**src/rtl/cpp_pkg.sv**
```systemverilog
// ----------------------------------------------------------------------------
// cpp_pkg: shared types and constants for camera point projection pairing
// Fixed field widths, sequencer codes, command/status structs, micro-op ROM.
// ----------------------------------------------------------------------------
package cpp_pkg;

    localparam int COORD_W   = 32;
    localparam int LABEL_W   = 16;
    localparam int PIXOUT_W  = 16;
    localparam int FRAC      = 28;
    localparam int DIV_STEPS = 31;
    localparam int MUL_STEPS = 5;
    localparam int NUM_UOPS  = 32;
    localparam int OPND_N    = 22;

    localparam logic signed [63:0] LIMIT = 64'sh3FFF_FFFF_FFFF_FFFF;

    typedef enum logic [2:0] {
        S_IDLE, S_CHECK, S_DIV, S_OP, S_MUL, S_WB, S_PIX, S_EMIT
    } t_state;

    typedef enum logic [4:0] {
        OP_TX, OP_TY, OP_TXX, OP_TYY, OP_TXY, OP_R2, OP_R4, OP_R6,
        OP_DIST, OP_XD, OP_YD, OP_T0, OP_K1, OP_K2, OP_K3, OP_P1,
        OP_P2, OP_FX, OP_FY, OP_CX, OP_CY, OP_ONE
    } t_opnd;

    typedef enum logic {UOP_ADD, UOP_MUL} t_kind;

    typedef struct packed {
        t_kind kind;
        t_opnd a;
        t_opnd b;
        logic  sh16;
        t_opnd dst;
    } t_uop;

    typedef struct packed {
        logic [63:0] depth;
        logic [63:0] focal;
        logic [63:0] pp;
        logic [31:0] img;
        logic [31:0] k1;
        logic [31:0] k2;
        logic [31:0] k3;
        logic [63:0] tan;
    } t_cfg;

    typedef struct packed {
        logic       load;
        logic       div_init;
        logic       div_step;
        logic       op_issue;
        logic       mul_step;
        logic       mul_wb;
        logic       pend_load;
        logic       emit;
        logic [4:0] cnt;
        t_uop       uop;
    } t_cmd;

    typedef struct packed {
        logic chk_ok;
        logic pix_ok;
        logic top;
        logic pending;
    } t_sts;

    function automatic t_uop mk(input t_kind k, input t_opnd a, input t_opnd b,
                                input logic sh, input t_opnd d);
        t_uop u;
        u.kind = k;
        u.a    = a;
        u.b    = b;
        u.sh16 = sh;
        u.dst  = d;
        return u;
    endfunction

    // Distortion polynomial, focal scaling and principal point offset, one operation per entry
    function automatic t_uop uop_rom(input logic [4:0] pc);
        t_uop u;
        case (pc)
            5'd0:  u = mk(UOP_MUL, OP_TX,   OP_TX,   1'b0, OP_TXX);
            5'd1:  u = mk(UOP_MUL, OP_TY,   OP_TY,   1'b0, OP_TYY);
            5'd2:  u = mk(UOP_MUL, OP_TX,   OP_TY,   1'b0, OP_TXY);
            5'd3:  u = mk(UOP_ADD, OP_TXX,  OP_TYY,  1'b0, OP_R2);
            5'd4:  u = mk(UOP_MUL, OP_R2,   OP_R2,   1'b0, OP_R4);
            5'd5:  u = mk(UOP_MUL, OP_R4,   OP_R2,   1'b0, OP_R6);
            5'd6:  u = mk(UOP_MUL, OP_K1,   OP_R2,   1'b0, OP_T0);
            5'd7:  u = mk(UOP_ADD, OP_ONE,  OP_T0,   1'b0, OP_DIST);
            5'd8:  u = mk(UOP_MUL, OP_K2,   OP_R4,   1'b0, OP_T0);
            5'd9:  u = mk(UOP_ADD, OP_DIST, OP_T0,   1'b0, OP_DIST);
            5'd10: u = mk(UOP_MUL, OP_K3,   OP_R6,   1'b0, OP_T0);
            5'd11: u = mk(UOP_ADD, OP_DIST, OP_T0,   1'b0, OP_DIST);
            5'd12: u = mk(UOP_MUL, OP_P1,   OP_TXY,  1'b0, OP_XD);
            5'd13: u = mk(UOP_ADD, OP_XD,   OP_XD,   1'b0, OP_XD);
            5'd14: u = mk(UOP_MUL, OP_TX,   OP_DIST, 1'b0, OP_T0);
            5'd15: u = mk(UOP_ADD, OP_T0,   OP_XD,   1'b0, OP_XD);
            5'd16: u = mk(UOP_ADD, OP_TXX,  OP_TXX,  1'b0, OP_T0);
            5'd17: u = mk(UOP_ADD, OP_R2,   OP_T0,   1'b0, OP_T0);
            5'd18: u = mk(UOP_MUL, OP_P2,   OP_T0,   1'b0, OP_T0);
            5'd19: u = mk(UOP_ADD, OP_XD,   OP_T0,   1'b0, OP_XD);
            5'd20: u = mk(UOP_MUL, OP_P2,   OP_TXY,  1'b0, OP_YD);
            5'd21: u = mk(UOP_ADD, OP_YD,   OP_YD,   1'b0, OP_YD);
            5'd22: u = mk(UOP_MUL, OP_TY,   OP_DIST, 1'b0, OP_T0);
            5'd23: u = mk(UOP_ADD, OP_T0,   OP_YD,   1'b0, OP_YD);
            5'd24: u = mk(UOP_ADD, OP_TYY,  OP_TYY,  1'b0, OP_T0);
            5'd25: u = mk(UOP_ADD, OP_R2,   OP_T0,   1'b0, OP_T0);
            5'd26: u = mk(UOP_MUL, OP_P1,   OP_T0,   1'b0, OP_T0);
            5'd27: u = mk(UOP_ADD, OP_YD,   OP_T0,   1'b0, OP_YD);
            5'd28: u = mk(UOP_MUL, OP_XD,   OP_FX,   1'b1, OP_T0);
            5'd29: u = mk(UOP_ADD, OP_T0,   OP_CX,   1'b0, OP_XD);
            5'd30: u = mk(UOP_MUL, OP_YD,   OP_FY,   1'b1, OP_T0);
            default: u = mk(UOP_ADD, OP_T0, OP_CY,   1'b0, OP_YD);
        endcase
        return u;
    endfunction

    function automatic logic signed [63:0] sat_add(input logic signed [63:0] a,
                                                   input logic signed [63:0] b);
        logic signed [64:0] s;
        s = 65'(a) + 65'(b);
        if (s > 65'(LIMIT)) begin
            return LIMIT;
        end else if (s < -65'(LIMIT)) begin
            return -LIMIT;
        end
        return s[63:0];
    endfunction

endpackage

```
**src/rtl/cpp_ctrl.sv**
```systemverilog
// ----------------------------------------------------------------------------
// cpp_ctrl: sequencer for point projection
// Steps through depth check, division, micro-op program and pixel decision.
// ----------------------------------------------------------------------------
module cpp_ctrl import cpp_pkg::*; (
    input  logic i_clk,
    input  logic i_rst_n,
    input  logic i_in_valid,
    input  logic i_out_ready,
    input  t_sts i_sts,
    output logic o_in_ready,
    output logic o_out_valid,
    output t_cmd o_cmd
);

    t_state     r_state, n_state;
    logic [4:0] r_cnt, n_cnt;
    logic [4:0] r_pc, n_pc;

    always_ff @(posedge i_clk) begin
        if (!i_rst_n) begin
            r_state <= S_IDLE;
            r_cnt   <= '0;
            r_pc    <= '0;
        end else begin
            r_state <= n_state;
            r_cnt   <= n_cnt;
            r_pc    <= n_pc;
        end
    end

    always_comb begin
        n_state     = r_state;
        n_cnt       = r_cnt;
        n_pc        = r_pc;
        o_cmd       = '0;
        o_cmd.cnt   = r_cnt;
        o_cmd.uop   = uop_rom(r_pc);
        o_in_ready  = 1'b0;
        o_out_valid = 1'b0;
        case (r_state)
            S_IDLE: begin
                o_in_ready = 1'b1;
                if (i_in_valid) begin
                    o_cmd.load = 1'b1;
                    n_state    = S_CHECK;
                end
            end
            S_CHECK: begin
                if (i_sts.chk_ok) begin
                    o_cmd.div_init = 1'b1;
                    n_cnt          = '0;
                    n_state        = S_DIV;
                end else begin
                    n_state = S_IDLE;
                end
            end
            S_DIV: begin
                o_cmd.div_step = 1'b1;
                n_cnt          = r_cnt + 5'd1;
                if (r_cnt == 5'(DIV_STEPS - 1)) begin
                    n_pc    = '0;
                    n_state = S_OP;
                end
            end
            S_OP: begin
                o_cmd.op_issue = 1'b1;
                if (o_cmd.uop.kind == UOP_MUL) begin
                    n_cnt   = '0;
                    n_state = S_MUL;
                end else if (r_pc == 5'(NUM_UOPS - 1)) begin
                    n_state = S_PIX;
                end else begin
                    n_pc = r_pc + 5'd1;
                end
            end
            S_MUL: begin
                o_cmd.mul_step = 1'b1;
                n_cnt          = r_cnt + 5'd1;
                if (r_cnt == 5'(MUL_STEPS - 1)) begin
                    n_state = S_WB;
                end
            end
            S_WB: begin
                o_cmd.mul_wb = 1'b1;
                if (r_pc == 5'(NUM_UOPS - 1)) begin
                    n_state = S_PIX;
                end else begin
                    n_pc    = r_pc + 5'd1;
                    n_state = S_OP;
                end
            end
            S_PIX: begin
                n_state = S_IDLE;
                if (i_sts.pix_ok && !i_sts.top) begin
                    o_cmd.pend_load = 1'b1;
                end else if (i_sts.pix_ok && i_sts.pending) begin
                    o_cmd.emit = 1'b1;
                    n_state    = S_EMIT;
                end
            end
            S_EMIT: begin
                o_out_valid = 1'b1;
                if (i_out_ready) begin
                    n_state = S_IDLE;
                end
            end
            default: begin
                n_state = S_IDLE;
            end
        endcase
    end

endmodule

```
**config.mk**
```make
export PLATFORM = sky130hd
export DESIGN_NAME = cpp_ctrl
export DESIGN_NICKNAME = d
export VERILOG_FILES = /design/src/rtl/cpp_pkg.sv /design/src/rtl/cpp_ctrl.sv
export SDC_FILE = /design/constraint.sdc
export NUM_CORES = 1
export LEC_CHECK = 0
export BUFFER_PORTS_ARGS = -buffer_cell sky130_fd_sc_hd__buf_4
export CAP_MARGIN = 20
export CORE_AREA = 2 2 69 71
export CTS_CLUSTER_DIAMETER = 40
export DETAILED_ROUTE_END_ITERATION = 8
export DIE_AREA = 0 0 71 73
export HOLD_SLACK_MARGIN = 0.15
export PLACE_DENSITY = 0.67
export SLEW_MARGIN = 20
export SYNTH_ARGS = -nofsm -noshare
export SYNTH_HDL_FRONTEND = slang
export SYNTH_SLANG_ARGS = --single-unit
```
**constraint.sdc**
```tcl
create_clock -name i_clk -period 3.8 [get_ports i_clk]
set_input_delay 0.76 -clock i_clk [delete_from_list [all_inputs] [get_ports i_clk]]
set_output_delay 0.76 -clock i_clk [all_outputs]
set_load 0.005 [all_outputs]
```
-- After elaboration in Yosys (flattened, before gate mapping)
Memories as Yosys holds them, arrays and structs flattened. A register that Yosys moved wholly into a read port is not among the register bits.
Index checks and enable logic that the tools add are counted.
- output and inout bits: 32
- logic and storage cells: 68
- RAM bits: 0
- ROM bits: 512
- memories: 1
- register bits after elaboration: 13
- input port bits: 8
- latch bits: 0
- eq/ne operators: 18
- div/mod/pow operators: 0
- multiply operators: 0
- bitwise operators: 0
- shift operators: 0
- $add $sub $neg: 2
- reduce and logical (&&, ||, !) cells: 10
- multiplexer cells: 34
- magnitude comparators: 0
- memories (name ; words ; bits a word ; read ports ; clocked after memory_dff ; wr ports ; line ; RTL):
    (name not given) ; 32 ; 16 ; 1 ; 1 ; 0 ; cpp_pkg.sv:83 ; case (pc)
- operators with widths (kind ; count):
    $mux 5 ; 7
    $pmux 5 s3 ; 2
    $mux 3 ; 9
    $pmux 3 s8 ; 1
    $ne 2x2->1 const B ; 7
    $mux 1 ; 13
    $eq 3x3->1 const B ; 4
    $add 5x1->5 const B ; 2
    $eq 5x5->1 const B ; 2
    $eq 3x2->1 const B ; 2
    $reduce_and 3->1 ; 2
    $reduce_bool 3->1 ; 2
    $eq 5x3->1 const B ; 1
    $reduce_and 5->1 ; 1
    $mux 2 ; 2
    $eq 3x1->1 const B ; 1
    $logic_not 3->1 ; 1
    $ne 3x3->1 const B ; 1
    $logic_and 1x1->1 ; 2
    $reduce_or 2->1 ; 1
    $logic_not 1->1 ; 1

-- Depth between registers and ports, before layout
Gate-level depths: netlist of the first run.
- depth after elaboration: 6
- gate-level depth with buffers: 13
- depth with buffers taken out: 13

-- Least setup slack after synthesis of the first run
OpenSTA, ideal clock, no wires.
- path type: reg-to-reg
- start point: register r_cnt[0]
- end point: register o_cmd[16] (netlist name)
- data required time: 3.676 ns
- clock period less this slack: 2.641 ns
- buffers on the path: 0
- path slack: 1.159 ns
- stages on the path, launching flop included: 13
- library setup time: 0.124 ns
- data arrival time: 2.517 ns
- cells stage by stage: dfxtp_1 inv_1 ha_1 nand4_2 nor3_1 o22ai_1 a22o_2 and2_4 inv_1 ha_1 or3_1 a41oi_1 a21oi_1
- cells in the longest elaborated chain, start to end: 5
- ends and longest elaborated chain (element ; line ; RTL):
    start: declaration ; cpp_ctrl.sv:17 ; logic [4:0] r_cnt, n_cnt;
    start signal: assignment ; cpp_ctrl.sv:27 ; r_cnt <= n_cnt;
    $eq 5x5->1 ; cpp_ctrl.sv:61 ; if (r_cnt == 5'(DIV_STEPS - 1)) begin
    $ne 2x2->1 (no source line) ; -- ;
    $reduce_and 3->1 (no source line) ; -- ;
    $mux 5 (no source line) (2 in series) ; -- ;
Every way passes these cells.
A chain may end at the register's enable or synchronous reset.

-- Worst setup path after layout of the first run
- start point: register r_state[1]
- end point: register o_cmd[16] (netlist name)
- cells in the longest elaborated chain, start to end: 5
- elaborated cells on any way between the ends: 10
- those cells by class: eq/ne: 5; mux: 3; reduce/logical: 2
- ends and longest elaborated chain (element ; line ; RTL):
    start: declaration ; cpp_ctrl.sv:16 ; t_state r_state, n_state;
    start signal: assignment ; cpp_ctrl.sv:26 ; r_state <= n_state;
    $eq 3x2->1 / $eq 3x3->1 (equally long branches) ; cpp_ctrl.sv:41 ; case (r_state)
    $ne 2x2->1 (no source line) / $reduce_bool 3->1 (equally long branches) ; -- ;
    $reduce_and 3->1 (no source line) ; -- ;
    $mux 5 (no source line) (*) (2 in series) ; -- ;
Mark *: on every way between the ends. The rest lies on a longest branch, timed or not.

==> run summary, run 1 <==
The number of distinct standard cells referenced by the synthesized netlist is 61. The number of antenna diodes came out at 0. The async set-or-reset flop fraction in the synthesized netlist is 0%. The number of global-route vias before repair came to 1765. The sum of routed wire length over all layers came out at 4830 µm. The chip width came out at 71 µm. When the netlist entered floorplanning its net count stood at 263.

The total number of vias came out at 1911. At the pin with the least slew margin, the transition time is 639 ps. The initial core utilization is 43.6%. The tree is rooted in a sky130_fd_sc_hd__clkbuf_8. The number of max-capacitance violations reported is 0. The number of port buffers is 38. The terminus of the critical flop-to-flop path is o_cmd[16]. Across the routed clock network, the largest skew measured is 4.25 ps. The number of antenna violations at the first check in global routing came to 0.

The total overflow left after global routing is 0. The endpoint arrival time on the critical path is 3210 ps. The number of cells on the worst reg-to-reg path is 10. The synthesized design spends more area on one cell type than any other, namely sky130_fd_sc_hd__dfxtp_1. The type of destination of the critical path is a register.

After synthesis the cells add up to 1980 µm². The clock reaches the later pin of the worst-skew pair after 270 ps. The kind of critical path is reg -> reg. The maximum VDD drop came out at 180 µV.

By instance count, the leading cell after synthesis is sky130_fd_sc_hd__dfxtp_1. For this block, the initial DRC count from the detailed router was 131. The clock passes through at most 2 buffers. The run finished with clean final reports.

The growth of design area from synthesis to finish came out at 19.8%. The number of buffers and inverters on the critical path is 1. The total number of clock tree sinks came out at 29. The average wire per cell in the routed design came out at 14.6 µm.

The setup violation total in the final timing report is 0. The number of hold violations in the final report came out at 0. Setup repair after global routing left no endpoint under its margin. The final total negative setup slack is 0 ps.

The total track usage is 19.7%. The number of buffers added by the clock tree synthesis step came out at 5. The multi-input combinational cell area is 1260 µm². The average via count per standard cell came out at 5.77. The average instance in the mapped netlist occupies 8.16 µm². The power per unit of standard cell area came out at 381 nW/µm². By area the synthesized netlist is led by sky130_fd_sc_hd__dfxtp_1 (29%), sky130_fd_sc_hd__ha_1 (8.2%), sky130_fd_sc_hd__a21oi_1 (4.8%), sky130_fd_sc_hd__nor2_1 (4.4%), sky130_fd_sc_hd__nand2_1 (4.0%). In the global route stage, met3 resource usage came out at 4.42%. The number of warnings issued by yosys is 0. The global routing stage identified its most utilized layer as met2. The global-route track usage on met1 is 23.4%. The maximum fanout along the worst path came out at 18.

The maximum level of the CTS H-tree is 2. The category of cells accounting for the largest share of critical-path delay is simple AND/OR/NAND/NOR gates. By count the netlist is led by sky130_fd_sc_hd__dfxtp_1 (29), sky130_fd_sc_hd__nor2_1 (23), sky130_fd_sc_hd__nand2_1 (21), sky130_fd_sc_hd__a21oi_1 (19), sky130_fd_sc_hd__inv_1 (15). The number of rows created at floorplan is 25. TritonCTS built the clock tree. The critical-path cell with the highest stage delay is sky130_fd_sc_hd__dfxtp_1. The buffer count from post-CTS setup fixing came out at 0. The static power due to leakage is 1.02 nW. Synthesis inferred 29 register bits.

The clock period minus worst slack came out at 3050 ps. The overall power after layout came out at 0.000903 W. The number of remaining DRC errors came out at 0.

The fraction of post-synthesis cell area in the top cell type by area came out at 29.4%. Yosys mapped a number of flops with a built-in enable equal to 0. Once placement finished, the instance area stood at 2280 µm². The wire length of the first global-routing pass came out at 8140 µm.

The worst hold path terminates at r_cnt[0]. The end-of-flow core utilization is 52.2%. The quantity of gates resized following cts is 0. The register area is 581 µm². The worst hold path startpoint is r_cnt[0]. The placer congestion estimate came out at 0.938. The core area came out at 4540 µm². The clock transition at the register clock pins on the worst setup and hold paths after CTS is 60 ps. The post-detailed-placement half-perimeter wirelength came out at 3510 µm. The number of detailed-route iterations in the first pass is 4. The category of the worst setup path launch point is a register. The final antenna-violating net count is 0. In this run the critical register-to-register path is launched from r_state[1]. The number of I/O pins came out at 40. Static timing analysis puts the maximum clock frequency at 328 MHz. The data required time at the worst endpoint came out at 3960 ps. The post-route cell area is 2370 µm². The worst relative slew slack came out at 57.3%.

The count of fill cells added during filler insertion came out at 427. The maximum single-stage delay on the critical path came out at 710 ps. The path class of the lowest-slack min-delay path is reg -> reg. The share of layout cells above drive strength 1 is 24.2%. In this run, post-CTS hold repair placed 0 buffers.

The met2 usage came out at 33.3%. The final-stage net count is 298. In the synthesized netlist the dominant register cell turns out to be sky130_fd_sc_hd__dfxtp_1.

The post-route fraction of the period consumed by the critical path came out at 80.3%. Walking the worst path, the cells encountered are nand3b_1 > nand2_2 > o22ai_1 > a22o_2 > and2_4 > inv_1 > ha_1 > or3_1 > a41oi_1 > a21oi_1. The worst hold slack came out at 590 ps.

The die area came out at 5180 µm². The setup check on the worst reg-to-reg path leaves a slack of 750 ps. The die extent in y came out at 73 µm. The largest net degree at the start of global routing is 23. The worst hold path was traced through 2 stages. The sequential share of the synthesized area came out at 29.4%. The final-report max-slew violation count came out at 0.

Synthesis handed over a netlist of 242 instances.
-- worst max path at each step --
stage                          start         to  slack [ps]  depth (start not counted)
after floorplan             r_cnt[0]  o_cmd[16]        1160                         12
after global placement    r_state[1]   o_cmd[0]         870                         11
after detailed placement  r_state[1]  o_cmd[16]         800                         10
after CTS                 r_state[1]  o_cmd[16]         790                         10
after global routing      r_state[1]  o_cmd[16]         460                         10
final                     r_state[1]  o_cmd[16]         750                         10
-- registers in the layout (all words and copies together), names as in the netlist --
name and flops:
o_cmd 16, r_pc 5, r_state 3, r_cnt 5
-- kinds of logic (layout without fill, tap and decap cells) --
kind of cell / Yosys count / after routing / share of synthesized area, %
DFF: 29 / 29 / 29.4
muxes: 5 / 5 / 3.36
xor gates and xnor gates: 6 / 6 / 2.66
other: 1 / 1 / 0.190
and+or+nand+nor: 85 / 85 / 23.6
AOI/OAI and AO/OA: 74 / 74 / 26.0
buffers and inverters: 29 / 64 / 6.59
adders and majority gates: 13 / 13 / 8.23
-- routing by layer --
| metal | vias to the layer above | part of all wire [%] |
|---|---|---|
| met4 | 0 | 1.2 |
| met2 | 78 | 50 |
| met1 | 875 | 43 |
| met3 | 6 | 6.5 |
| li1 | 952 | - |
| met5 | - | 0 |
-- where the power goes --
group,internal [W],switching [W]
clock,0.000143,0.000105
sequential,0.000322,0.0000474
combinational,0.000135,0.000150
total,0.000601,0.000302
-- worst register-to-register path, delay by kind of cell, from the launching register on --
family          cells  cell delay, ps
buf+inv             1             100
simple gates        4             950
flops               1             710
compound gates      4             890
fa+ha+maj           1             290
-- stage by stage --
step | setup WS, ps | cells
5_1_grt | 456 | 331
2_1_floorplan | 1160 | 242
6_report | 748 | 331
4_1_cts | 794 | 331
3_5_place_dp | 802 | 324
3_3_place_gp | 871 | 324
-- final cells by class --
type / count / area share, %
well taps: 54 / 2.85
clock buffers: 7 / 3.65
multi-input cells: 184 / 53.4
inverters: 16 / 2.54
flip-flops and latches: 29 / 24.5
repair buffers: 41 / 13.0
-- cell usage in the layout, fill, tap and decap left out, types with 3 or more instances in the layout --
master                     instances
sky130_fd_sc_hd__nand2_1          21
sky130_fd_sc_hd__nand3_1           4
sky130_fd_sc_hd__nand4_1           3
sky130_fd_sc_hd__nor4_1            4
sky130_fd_sc_hd__a21oi_1          19
sky130_fd_sc_hd__nor3_1            5
sky130_fd_sc_hd__o211ai_1          3
sky130_fd_sc_hd__xnor2_1           3
sky130_fd_sc_hd__mux2_2            3
sky130_fd_sc_hd__clkbuf_8          6
sky130_fd_sc_hd__dfxtp_1          29
sky130_fd_sc_hd__and2_1            3
sky130_fd_sc_hd__inv_1            15
sky130_fd_sc_hd__buf_4            41
sky130_fd_sc_hd__xor2_1            3
sky130_fd_sc_hd__a221oi_1          4
sky130_fd_sc_hd__o32ai_1           3
sky130_fd_sc_hd__or3_1             3
sky130_fd_sc_hd__a31oi_1           3
sky130_fd_sc_hd__nor2_1           23
sky130_fd_sc_hd__ha_1             13
sky130_fd_sc_hd__o21ai_0          14
sky130_fd_sc_hd__o22ai_1           3
No activity file was read; power rests on OpenSTA's default activity.
==> inputs of run 2 (changes only) <==
==> constraint.sdc (replaced) <==
create_clock -name i_clk -period 3 [get_ports i_clk]
set_input_delay 0.6 -clock i_clk [delete_from_list [all_inputs] [get_ports i_clk]]
set_output_delay 0.6 -clock i_clk [all_outputs]
set_load 0.005 [all_outputs]
==> run 2 against run 1 <==
- first-iteration DRC count is 2.3% lower
- largest cell class unchanged
- critical path type unchanged
- sequential cell count stayed put
- final area is 2.9% higher
- global-route usage up 0.087 points
- clock power grew 21%
==> run summary, run 2 (synthesized netlist as in run 1, its figures left out) <==
The worst setup path is of the reg -> reg kind. The quantity of gates resized following cts is 0 (unchanged). The startpoint identified for the worst hold timing path is r_cnt[4].

The chip width came out at 71 µm (unchanged). The number of remaining DRC errors is 0 (unchanged). STA classifies the critical path endpoint as a register. The number of hold violations in the final report came out at 0 (unchanged).

The number of global-route vias before repair came out at 1768 (+0.17%). The worst reg2reg path startpoint is r_pc[0]. The die extent in y is 73 µm (unchanged). The number of violations reported at the end of detailed-routing iteration 0 is 128 (-2.3%). The startpoint of the worst setup timing path is r_pc[0]. The clock period minus worst slack is 2870 ps (-187 ps).

The number of antenna diodes came out at 0 (unchanged). The path class of the lowest-slack min-delay path is reg -> reg. The count of fill cells added during filler insertion was 436 (+2.1%). The highest attainable clock frequency came out at 349 MHz (+6.5%). The maximum clock insertion buffer count is 2 (unchanged).

The share of layout cells above drive strength 1 is 26.8% (+2.6 points). The maximum fanout along the worst path is 7 (-11). The number of buffers added by the clock tree synthesis step is 5 (unchanged).

The total number of clock tree sinks came out at 29 (unchanged). The wire length of the first global-routing pass came to 8100 µm (-0.52%). The number of detailed-route iterations in the first pass came out at 5 (+1). The number of antenna violations at the first check in global routing came to 0 (unchanged). The growth of design area from synthesis to finish is 23.3%.

The TritonCTS clock tree is built. The final total negative setup slack was 0 ps (unchanged). The number of port buffers came out at 38 (unchanged). The total track usage was 19.8% (+0.087 points). The static power due to leakage is 1.06 nW (+4.0%).

The library cells used most frequently in the layout, excluding fill and tap cells, are sky130_fd_sc_hd__buf_4 (50), sky130_fd_sc_hd__dfxtp_1 (28), sky130_fd_sc_hd__nor2_1 (23). The buffer count from post-CTS setup fixing is 0 (unchanged). The clock transition at the register clock pins on the worst setup and hold paths after CTS came to 60 ps (about the same). The number of I/O pins is 40 (unchanged). The worst relative slew slack came out at 64.7% (+7.4 points).

The total congestion overflow is 0 (unchanged). The initial core utilization came out at 43.6% (unchanged). The worst setup slack after layout came out at 134 ps (-613 ps). The transition time at the pin with the least slew margin came out at 530 ps (-109 ps).

The most common library cell in the layout ignoring fill and taps is sky130_fd_sc_hd__buf_4. The flow ran to the end, and the final reports show no timing, DRC or antenna violations. The final antenna-violating net count came out at 0 (unchanged). The average wire per cell in the routed design is 14.7 µm (+0.98%).

The number of max-capacitance violations reported came out at 0 (unchanged). The number of rows created at floorplan is 25 (unchanged). The pre-CTS setup slack was 77.1 ps (-725 ps).

The post-cts hold buffer count came out at 0 (unchanged). The final-stage net count came out at 307 (+3.0%). The power per unit of standard cell area came out at 477 nW/µm² (+25%).

The insertion delay of the later-clocked pin in the worst-skew pair is 280 ps (about the same). The data required time at the worst endpoint came out at 3160 ps (-800 ps). The placer congestion estimate came to 0.946 (+0.84%). The number of flip-flops in the largest register is 16 (unchanged).

The setup violation total in the final timing report came to 0 (unchanged). The final-report max-slew violation count came to 0 (unchanged). The maximum VDD drop was 205 µV (+14%). STA classifies the critical path startpoint as a register. The core area is 4540 µm² (unchanged). The sum of routed wire length over all layers is 5030 µm (+4.0%). The worst-case clock skew came out at 6.68 ps (+2.43 ps). The post-detailed-placement half-perimeter wirelength came out at 3680 µm (+4.8%). The maximum level of the CTS H-tree is 2 (unchanged).

Setup repair after global routing left no endpoint under its margin. The master cell of the clock root buffer is sky130_fd_sc_hd__clkbuf_8. The endpoint arrival time on the critical path is 3030 ps (-180 ps). The total number of vias is 2025 (+6.0%). The die area was 5180 µm² (unchanged). The largest net degree at the start of global routing is 16 (-30%).

The post-route fraction of the period consumed by the critical path is 95.5% (+15 points). The average via count per standard cell was 5.94 (+2.9%).
-- run 2: per-layer routing --
metal | vias up | part of all wire, % | global-route usage (%)
met5 | - | 0 | 0
met4 | 0 | 4.2 | 12.6
met3 | 27 | 7.8 | 5.25
met2 | 102 | 47 | 31.8
met1 | 927 | 41 | 23.4
li1 | 969 | - | -
-- run 2: path summary, 6_finish.rpt --
path,endpoint,cells after the start,slack [ps]
worst max-delay path,o_cmd[0],9,130
worst min-delay path,r_cnt[4],2,590
worst max register to register,o_cmd[0],9,130
worst min register to register,r_cnt[4],2,590
-- run 2: critical path, cell delays in order (launching register included) --
cell	delay [ps]
sky130_fd_sc_hd__dfxtp_2	400
sky130_fd_sc_hd__ha_1	280
sky130_fd_sc_hd__nand4_1	240
sky130_fd_sc_hd__and4b_1	330
sky130_fd_sc_hd__a22o_2	320
sky130_fd_sc_hd__and2_4	200
sky130_fd_sc_hd__ha_1	300
sky130_fd_sc_hd__o31ai_1	280
sky130_fd_sc_hd__a21oi_1	90
sky130_fd_sc_hd__or2_2	290
-- run 2: layout make-up --
type	instances	area, µm²	area share [%]
multi-input combinational	184	1270	52.2
sequential	29	582	23.9
timing repair buffer	50	375	15.4
clock buffer	8	80.1	3.29
tap	54	67.6	2.77
inverter	16	60.1	2.47
-- run 2: report_power, final --
| group | switching, W | internal, W |
|---|---|---|
| Clock | 0.000135 | 0.000164 |
| Combinational | 0.000227 | 0.000195 |
| Sequential | 0.0000328 | 0.000408 |
-- run 2: through the flow --
stage | instance area, µm² | power, W | hold WS, ps | utilization [%] | std cells
final | 2440 | 0.00116 | 593 | 53.7 | 341
after global routing | 2440 | 0.00125 | 640 | 53.7 | 341
after CTS | 2430 | 0.00117 | 602 | 53.5 | 341
after detailed placement | 2350 | 0.000867 | 585 | 51.8 | 333
after global placement | 2350 | 0.000862 | 556 | 51.8 | 333
after floorplan | 1980 | 0.000727 | 553 | - | 242
